File: src/hw/rtl/aabbobb_ram.sv
// Generic single-port-write, single-port-read RAM with registered read data.
module aabbobb_ram #(
    parameter int WIDTH = 32,
    parameter int DEPTH = 21
) (
    input  logic                     i_clk,
    input  logic                     i_we,
    input  logic [$clog2(DEPTH)-1:0] i_waddr,
    input  logic [WIDTH-1:0]         i_wdata,
    input  logic [$clog2(DEPTH)-1:0] i_raddr,
    output logic [WIDTH-1:0]         o_rdata
);
    logic [WIDTH-1:0] r_mem [DEPTH];

    always_ff @(posedge i_clk) begin
        if (i_we) begin
            r_mem[i_waddr] <= i_wdata;
        end
        o_rdata <= r_mem[i_raddr];
    end
endmodule

File: config.mk
export PLATFORM = sky130hd
export DESIGN_NAME = aabbobb_ram
export DESIGN_NICKNAME = d
export VERILOG_FILES = /design/src/hw/rtl/aabbobb_ram.sv
export SDC_FILE = /design/constraint.sdc
export NUM_CORES = 1
export LEC_CHECK = 0
export ABC_AREA = 1
export BUFFER_PORTS_ARGS = -buffer_cell sky130_fd_sc_hd__buf_2
export CAP_MARGIN = 20
export CORE_ASPECT_RATIO = 0.75
export CORE_MARGIN = 1.5
export CORE_UTILIZATION = 45
export CTS_CLUSTER_SIZE = 14
export DETAILED_ROUTE_END_ITERATION = 10
export GPL_ROUTABILITY_DRIVEN = 1
export PLACE_DENSITY = 0.66
export RECOVER_POWER = 100
export SETUP_SLACK_MARGIN = 0.3
export SYNTH_ARGS = -nofsm -noshare
export SYNTH_HDL_FRONTEND = slang
export SYNTH_SLANG_ARGS = --single-unit
File: constraint.sdc
create_clock -name i_clk -period 5 [get_ports i_clk]
set_input_delay 1 -clock i_clk [delete_from_list [all_inputs] [get_ports i_clk]]
set_output_delay 1 -clock i_clk [all_outputs]
set_load 0.05 [all_outputs]
==> results.txt <==
The post-route setup TNS came out at 0 ps. The number of fill cells in the layout came out at 5726. The primary flip-flop cell chosen by synthesis mapping is edfxtp_1. Clock-pin slew was measured on the worst setup and hold paths at 60 ps. The starting density of the core came out at 45.3%.

The number of hold-slack violations in the final timing report was 0. Ranked by instance count, the synthesized netlist is headed by 822 x nand2_1, 672 x edfxtp_1, 391 x inv_1, 387 x nand3_1, 101 x nor2_1. After synthesis, the share of flip-flops with an asynchronous set or reset is 0%. The required time of the critical path came out at 5200 ps. The cell area after synthesis came out at 0.0294 mm².

The global-route usage over all layers is 22.4%. The count of cells in the finished layout, fillers not included, comes to 3637. The synthesized-area fraction occupied by and/or/nand/nor cells is 18.8%.

The worst setup path is captured at a register. The die outline width came out at 298 µm. The synthesized instance count came out at 2674. The Yosys warning count came out at 0.

Sequential elements use 70.7% of the synthesized area. The leading area contributor after synthesis is edfxtp_1. The antenna violation net count after detailed routing came out at 0. Counting the buffers created by CTS gives 67. The maximum vdd drop is 0.237 mV. The pin count of the biggest net entering global routing came out at 188.

Synthesis produced a netlist with a net count of 2718. The worst hold path belongs to the class reg -> reg. The share of synthesized cell area in full adder, half adder and majority cells came out at 0%. The setup path with the least slack is of type in -> reg.

The buffer depth of the longest clock path is 3. Ranked by total cell area, the synthesized netlist is headed by edfxtp_1 69%, nand2_1 10%, nand3_1 6.6%. The first-pass GRT wire length came out at 112000 µm. The cell class contributing the biggest share of worst-path delay is simple AND/OR/NAND/NOR gates. The worst pin sits at a relative slew slack of -112%. The power per unit of standard cell area is 380 mW/mm².

Of the total synthesized cell area, the portion taken by XOR and XNOR cells is 0%. The final non-filler cell area came out at 0.0322 mm². The analysis attributes to cell leakage a power of 0.0129 µW. Among all cell types in the netlist, the one instantiated most often is nand2_1. The flow ran to the end, but the final reports show violations. The congestion estimate from routability-driven global placement came to 0.791.

The core area is 0.0650 mm². The floorplan step set the die height to 225 µm. The post-detailed-route via-to-cell ratio is 5.21. In this run, synthesis produced a sequential element count of 704.

The number of different library cells in the post-synthesis netlist came out at 23. The maximum frequency from static timing analysis came out at 0.254 GHz. The area enclosed by the die boundary is 0.0670 mm². The data arrival time at the worst-slack endpoint came out at 4130 ps. Of the post-synthesis cell area, the part taken by muxes is 0%. The root buffer cell chosen for the clock tree is clkbuf_16. The number of global-route vias before repair came out at 18.3k. The shortest clock period the worst path allows after layout came out at 3930 ps. The clock latency on the worst-skew pair came out at 610 ps. In this run the number of H-tree levels came out at 3. The signal on the critical path passes through clkbuf_1 > inv_1 > nor2_1 > nand2_1 > nor2_1 > clkbuf_1. TritonCTS built the clock tree.

Yosys mapped a number of flops with a built-in enable equal to 672. The fraction of layout instances using a drive strength above 1 came out at 5.31%. The instance count after placement with tap cells included is 3517. The post-detailed-placement half-perimeter wirelength came out at 40000 µm. The detailed-route wire length is 74600 µm. The synthesized area divided by synthesized cell count came out at 11.0 µm². The number of pins with negative max-slew slack in the final report came to 462. The routed wire length per instance is 20.5 µm. The area growth from synthesis to layout is 9.27%. The number of placement rows is 81.

The share of synthesized area in the top cell type comes to 68.5%. The checks that failed: max-capacitance violations, max-slew violations. The number of placed I/O pins is 76. The quantity of hold-fixing buffers added after cts is 0. After detailed routing, the number of remaining DRC violations is 0.

The post-route clock skew came out at 21.1 ps. The transition time of the tightest slew-check pin is 3180 ps. The placed instance area came out at 0.0305 mm².

The worst setup path is launched from an input port. The number of clock sinks seen by CTS came out at 704. Summing the areas of all compound-gate instances in the mapped netlist gives 1.89% of the synthesized area. The share of the cycle needed by the critical path after routing is 78.7%. The count of input and output buffers is 75. Setup violations remaining at the end of the flow were counted as 0.

For this design, the slowest cell found on the critical path is nor2_1. The largest fanout on the critical path is 19. The leftover overflow at the end of global routing is 0. The initial antenna violation count is 1.

Max-cap violations in this run came to 26. The worst stage delay on the critical path came out at 1350 ps. The first-iteration detailed-routing DRC count is 2362.

The setup fix buffers added after clock tree synthesis came out at 0. The number of inserted diodes came out at 0. The detailed-route via count came out at 19.0k. The combinational family with the most area after synthesis is simple AND/OR/NAND/NOR gates. The count of buffer and inverter cells on the critical path came out at 3. The number of detailed-route iterations in the first pass is 5. Setup repair after global routing left no endpoint under its margin.

The count of instances resized after the clock tree is built came out at 0. The number of nets at the end of the flow is 2759.
[placed cells by master, fill, tap and decap left out]
| cell type | count |
|---|---|
| buf_12 | 4 |
| buf_16 | 1 |
| buf_2 | 4 |
| buf_4 | 22 |
| buf_6 | 1 |
| buf_8 | 1 |
| bufinv_16 | 1 |
| clkbuf_1 | 104 |
| clkbuf_16 | 71 |
| clkbuf_2 | 1 |
| clkbuf_8 | 5 |
| clkinv_1 | 6 |
| clkinv_2 | 10 |
| clkinvlp_4 | 1 |
| dfxtp_1 | 32 |
| edfxtp_1 | 672 |
| inv_1 | 389 |
| inv_2 | 2 |
| inv_4 | 2 |
| inv_6 | 1 |
| inv_8 | 1 |
| nand2_1 | 822 |
| nand2_2 | 18 |
| nand3_1 | 387 |
| nand3b_1 | 1 |
| nor2_1 | 100 |
| nor2_4 | 1 |
| nor3_1 | 2 |
| nor4_1 | 1 |
| o21ai_0 | 44 |
| o21ai_1 | 27 |
| o22ai_1 | 32 |
[power by group]
group	total (µW)	internal, µW	switching (µW)
Combinational	798	177	621
Sequential	6590	6550	39.0
Clock	4850	2730	2120
Total	12200	9460	2780
[cell type report]
cell class	instances	area (µm²)	area share, %
multi-input cells	1435	6100	19.0
clock buffers	101	1940	6.03
inverters	394	1490	4.63
flip-flops and latches	704	20800	64.7
well taps	871	1090	3.39
clock inverters	19	119	0.369
repair buffers	113	621	1.93
[state kept, by name, indices dropped and copies added (netlist names)]
name	cells
o_rdata	32
r_mem	672
[path summary, 6_finish.rpt]
| kind | start | to | slack (ps) | cells past startpoint |
|---|---|---|---|---|
| max reg2reg | r_mem[7][15] | o_rdata[15] | 3700 | 8 |
| min reg2reg | r_mem[20][22] | o_rdata[22] | 540 | 4 |
| min | r_mem[20][22] | o_rdata[22] | 540 | 4 |
| max | i_we | r_mem[2][18] | 1070 | 6 |
[routing by layer]
layer	up-vias	GRT usage [%]	wire (µm)
met5	-	0	0
met4	0	6.57	1580
met3	115	3.93	6890
met2	850	33.2	32500
met1	9126	33.9	33600
li1	8865	-	-
[worst register-to-register path, cell delays in order (launching register included)]
cell      delay, ps
edfxtp_1        360
inv_1            60
nand2_1          50
nand3_1         120
nand3_1         120
nand3_1         180
nand2_1         110
nand2_1         100
nand2_1         100
[cells by family (layout without fill, tap and decap cells)]
logic type	count (synthesis)	count (layout)
compound gates	103	103
simple gates	1332	1332
flops	704	704
buf+inv	535	627
[metrics by stage]
stage | setup slack, ps | total power [µW] | utilization (%) | hold slack (ps)
after floorplan | 1090 | 7250 | - | 507
after global placement | 1500 | 7510 | 46.7 | 522
after detailed placement | 1470 | 7530 | 46.9 | 532
after CTS | 2090 | 12300 | 50.1 | 547
after global routing | 958 | 12600 | 49.5 | 583
final | 1070 | 12200 | 49.5 | 542
(Power assumes the default switching activity.)
