`config.mk`:
```
export PLATFORM = sky130hd
export DESIGN_NAME = aabbobb_axis
export DESIGN_NICKNAME = d
export VERILOG_FILES = /design/src/hw/rtl/aabbobb_axis.sv
export SDC_FILE = /design/constraint.sdc
export NUM_CORES = 2
export LEC_CHECK = 0
export CAP_MARGIN = 20
export CORE_MARGIN = 4
export CORE_UTILIZATION = 61
export DETAILED_ROUTE_END_ITERATION = 8
export DONT_BUFFER_PORTS = 1
export HOLD_SLACK_MARGIN = 0.06
export PLACE_DENSITY = 0.8
export SLEW_MARGIN = 20
export SYNTH_ARGS = -nofsm -noshare
export SYNTH_HDL_FRONTEND = slang
export SYNTH_SLANG_ARGS = --single-unit
```
`constraint.sdc`:
```
create_clock -name i_clk -period 8.8 [get_ports i_clk]
set_input_delay 0.88 -clock i_clk [delete_from_list [all_inputs] [get_ports i_clk]]
set_output_delay 0.88 -clock i_clk [all_outputs]
set_load 0.01 [all_outputs]
```
`src/hw/rtl/aabbobb_axis.sv`:
```
// Shared axis unit: one product per cycle while i_mul_en is high, accumulated into radius and distance sums.
module aabbobb_axis #(
    parameter int VALUE_WIDTH = 32
) (
    input  logic                   i_clk,
    input  logic                   i_clr,
    input  logic                   i_mul_en,
    input  logic                   i_to_r,
    input  logic                   i_neg,
    input  logic signed [VALUE_WIDTH+1:0] i_a,
    input  logic signed [VALUE_WIDTH+1:0] i_b,
    output logic                   o_sep
);
    localparam int PW = 2 * VALUE_WIDTH + 4;
    localparam int AW = PW + 4;

    logic signed [PW-1:0] r_prod;
    logic                 r_to_r;
    logic                 r_neg;
    logic                 r_vld;
    logic signed [AW-1:0] r_r;
    logic signed [AW-1:0] r_d;
    logic signed [AW-1:0] w_term;
    logic signed [AW-1:0] w_absd;

    always_ff @(posedge i_clk) begin
        r_prod <= PW'(i_a * i_b);
        r_to_r <= i_to_r;
        r_neg  <= i_neg;
        r_vld  <= i_mul_en;
        if (i_clr) begin
            r_r <= '0;
            r_d <= '0;
        end else if (r_vld) begin
            if (r_to_r) begin
                r_r <= r_r + w_term;
            end else begin
                r_d <= r_d + w_term;
            end
        end
    end

    always_comb begin
        w_term = r_neg ? -AW'(r_prod) : AW'(r_prod);
        w_absd = r_d[AW-1] ? -r_d : r_d;
        o_sep  = w_absd > r_r;
    end
endmodule

```
==> qor.yml <==
outcome:
  outcome: "finished clean"
logic_synthesis:
  ys_ff_latch: 215
  synth_cell_types: 75
  syn_avg_cell_area_um2: 8.60
  synth_area_leaders: "fa_1 (41%), ha_1 (8.6%), inv_1 (8.3%)"
  postSynth.asyncResetShare: 0
  yosys.area.top_type: "fa_1"
  synth_most_common_cell: "inv_1"
  synth_ff_type: "dfxtp_1"
  synthTopCellsByCount: "inv_1 (1347), fa_1 (1243), nand2_1 (933), and2_1 (610), ha_1 (420)"
  synth_edf_count: 0
  syn-num-nets: 8809
  synth_top_cell_area_share: 0.409
  ys_seq_area_frac: 0.0708
  synth_cells: 7073
  synth.yosys.warnings: 0
  synth_area_um2: 60800
die:
  io_pins: 74
  rows: 115
  start_util: 0.617
  die_area_um2: 105000
  die_w_um: 324
  die_y_um: 324
  core_um2: 98600
placed_design:
  gp_congestion: 0.949
  numPortBuffers: 0
  dp_hpwl_mm: 133
routing:
  top_layer: "met4"
  wl_met1_mm: 68.3
  wl_met2_mm: 74.5
  vias: 48200
  wl_per_cell_um: 20.8
  drt_wl_total_mm: 168
  antenna_left: 0
  drt_first_pass_iters: 9
  post_drt_via_cell_ratio: 5.96
  drc: 0
  drt_iter0_markers: 3928
  wl_met3_mm: 19.6
worst_setup_path:
  crit_type: "primary input to register"
  cp_max_fo: 13
  cp_cell_sequence: "clkinv_1 -> nor2_1 -> fa_1 -> fa_1 -> fa_1 -> fa_1 -> fa_1 -> fa_1 -> fa_1 -> inv_1 -> fa_1 -> inv_1 -> ha_1 -> a21o_1 -> a21o_1 -> a21oi_1 -> o21ai_0 -> a221oi_1 -> nor2_1 -> a211oi_1 -> o21ai_0 -> a221o_1 -> a21oi_1 -> xnor2_1"
  endpoint_kind: "register"
  arrival_ns: 8.63
  cp_data_required_time_ns: 9.27
  cpPeakStageDelay_ns: 0.57
  slowest_stage: "fa_1"
  crit_path_frequent_cell: "fa_1"
  cp-start-kind: "primary input"
grt:
  overflow: 0
  grt_usage: 0.327
  grt_pass1_vias: 50800
  grt_pass1_wl_mm: 272
  grt_max_degree: 123
  antenna_found_initial: 2
timing:
  max_slew.worst_pin.slew_ns: 1.02
  max_freq_ghz: 0.123
  fin_tns_setup_ns: 0
  finalCritPeriodShare: 0.927
  slew_headroom: 0.304
  finalClockSkew_ns: 0.0172
  period_needed_ns: 8.16
  finalSetupViolCount: 0
  maxSlewViolCount: 0
  hold_viol_final: 0
  rsz0062_at_grt: "no"
clocking:
  ctsHoldBuffers: 0
  cts-root-buf: "clkbuf_16"
  ctsHtreeMaxLevel: 1
  cts_tree: "done"
  post_cts_resized: 0
  clkTransAtPathRegs_ns: 0.07
  postCtsSetupBuffers: 0
  clock_path_buffers: 3
  cts_sinks: 215
  clk_latency_ns: 0.55
  cts_made_buffers: 23
final_layout:
  nFillCells: 8198
  area_delta_synth_final_pct: 2.10
  layout.nets: 8506
  drive_above_1_share: 0.0153
run:
  cap_violations: 0
min_path:
  min_path_type: "primary input to register"
[layer usage]
layer / global-route usage / vias to the layer above
li1: - / 21300
met1: 0.451 / 24000
met2: 0.512 / 2451
met3: 0.0906 / 401
met4: 0.0944 / 0
met5: 0 / -
[per-stage QoR]
step / hold WS, ns / cell area, um2 / instances / setup slack, ns / util
after floorplan: 0.449 / 60800 / 7073 / 0.510 / -
after global placement: 0.456 / 61300 / 8032 / 0.176 / 0.622
after detailed placement: 0.465 / 61300 / 8032 / 0.134 / 0.622
after CTS: 0.342 / 62100 / 8074 / 0.705 / 0.630
after global routing: 0.339 / 62100 / 8074 / 0.253 / 0.630
final: 0.358 / 62100 / 8078 / 0.641 / 0.630
[cells by family (layout without fill, tap and decap cells)]
logic type	Yosys count	count (layout)	synth area share
AO/OA/AOI/OAI	1015	1015	0.105
XOR/XNOR	334	334	0.0481
adder cells (fa/ha/maj)	1663	1663	0.496
buffers and inverters	1699	1413	0.105
flip-flops	215	215	0.0708
multiplexers	1	1	0.000165
other	0	4	0
AND/OR/NAND/NOR	2146	2146	0.175
[area by class of cell]
type | count | area (um2) | share of cell area
Timing Repair Buffer | 23 | 173 | 0.00278
Antenna cell | 4 | 10.0 | 0.000161
Sequential cell | 215 | 4310 | 0.0694
Inverter | 1348 | 5060 | 0.0815
Tap cell | 1287 | 1610 | 0.0259
Multi-Input combinational cell | 5159 | 50100 | 0.808
Clock inverter | 19 | 211 | 0.00341
Clock buffer | 23 | 576 | 0.00927
[registers in the layout (all words and copies together) (netlist names)]
signal / flops
r_d: 72
r_r: 72
r_prod: 68
r_neg: 1
r_to_r: 1
r_vld: 1
[final timing paths]
kind                              from                   end  slack (ns)  cells past startpoint
setup / recovery               i_b[33]    r_prod[64]$_DFF_P_        0.64                     24
hold / removal                  i_to_r        r_to_r$_DFF_P_        0.36                      0
setup reg to reg    r_prod[27]$_DFF_P_  r_d[71]$_SDFFE_PP0P_        2.15                     20
hold reg to reg   r_r[43]$_SDFFE_PP0P_  r_r[43]$_SDFFE_PP0P_        0.48                      2
[placed cells by master, fill, tap and decap left out, types with 7 or more instances in the layout]
cell type | netlist | layout
buf_4 | 0 | 23
and2_1 | 610 | 609
xor2_1 | 73 | 73
or2_2 | 13 | 13
a21o_1 | 153 | 153
fa_1 | 1243 | 1243
and3_1 | 35 | 35
nand2b_1 | 48 | 47
inv_1 | 1347 | 1346
a221o_1 | 7 | 7
or4_1 | 23 | 23
ha_1 | 420 | 420
and4_1 | 11 | 11
o31ai_1 | 59 | 59
nand2_1 | 933 | 932
dfxtp_1 | 215 | 213
nand3_1 | 63 | 63
or3_1 | 25 | 25
o211ai_1 | 21 | 21
a221oi_1 | 8 | 8
o21bai_1 | 34 | 34
nand4_1 | 77 | 77
nor2b_1 | 33 | 32
a21oi_1 | 338 | 338
clkbuf_16 | 0 | 23
nand3b_1 | 8 | 8
xnor2_1 | 261 | 261
nor2_1 | 181 | 181
nor4_1 | 16 | 16
o21a_1 | 26 | 26
a211oi_1 | 30 | 30
a2111oi_0 | 7 | 7
a31oi_1 | 32 | 32
o41ai_1 | 21 | 21
nor3_1 | 47 | 47
o21ai_0 | 202 | 202
[worst max-delay path: cells and delay by family]
| kind | cells | cell delay (ns) |
|---|---|---|
| AOI/OAI and AO/OA | 9 | 2.25 |
| xor gates and xnor gates | 1 | 0.12 |
| and+or+nand+nor | 2 | 0.39 |
| buffers and inverters | 3 | 0.59 |
| adders and majority gates | 9 | 4.35 |
Power is left out: the tool's default activity adds up to more than one toggle a clock period on the data nets, which glitch-free logic cannot reach.
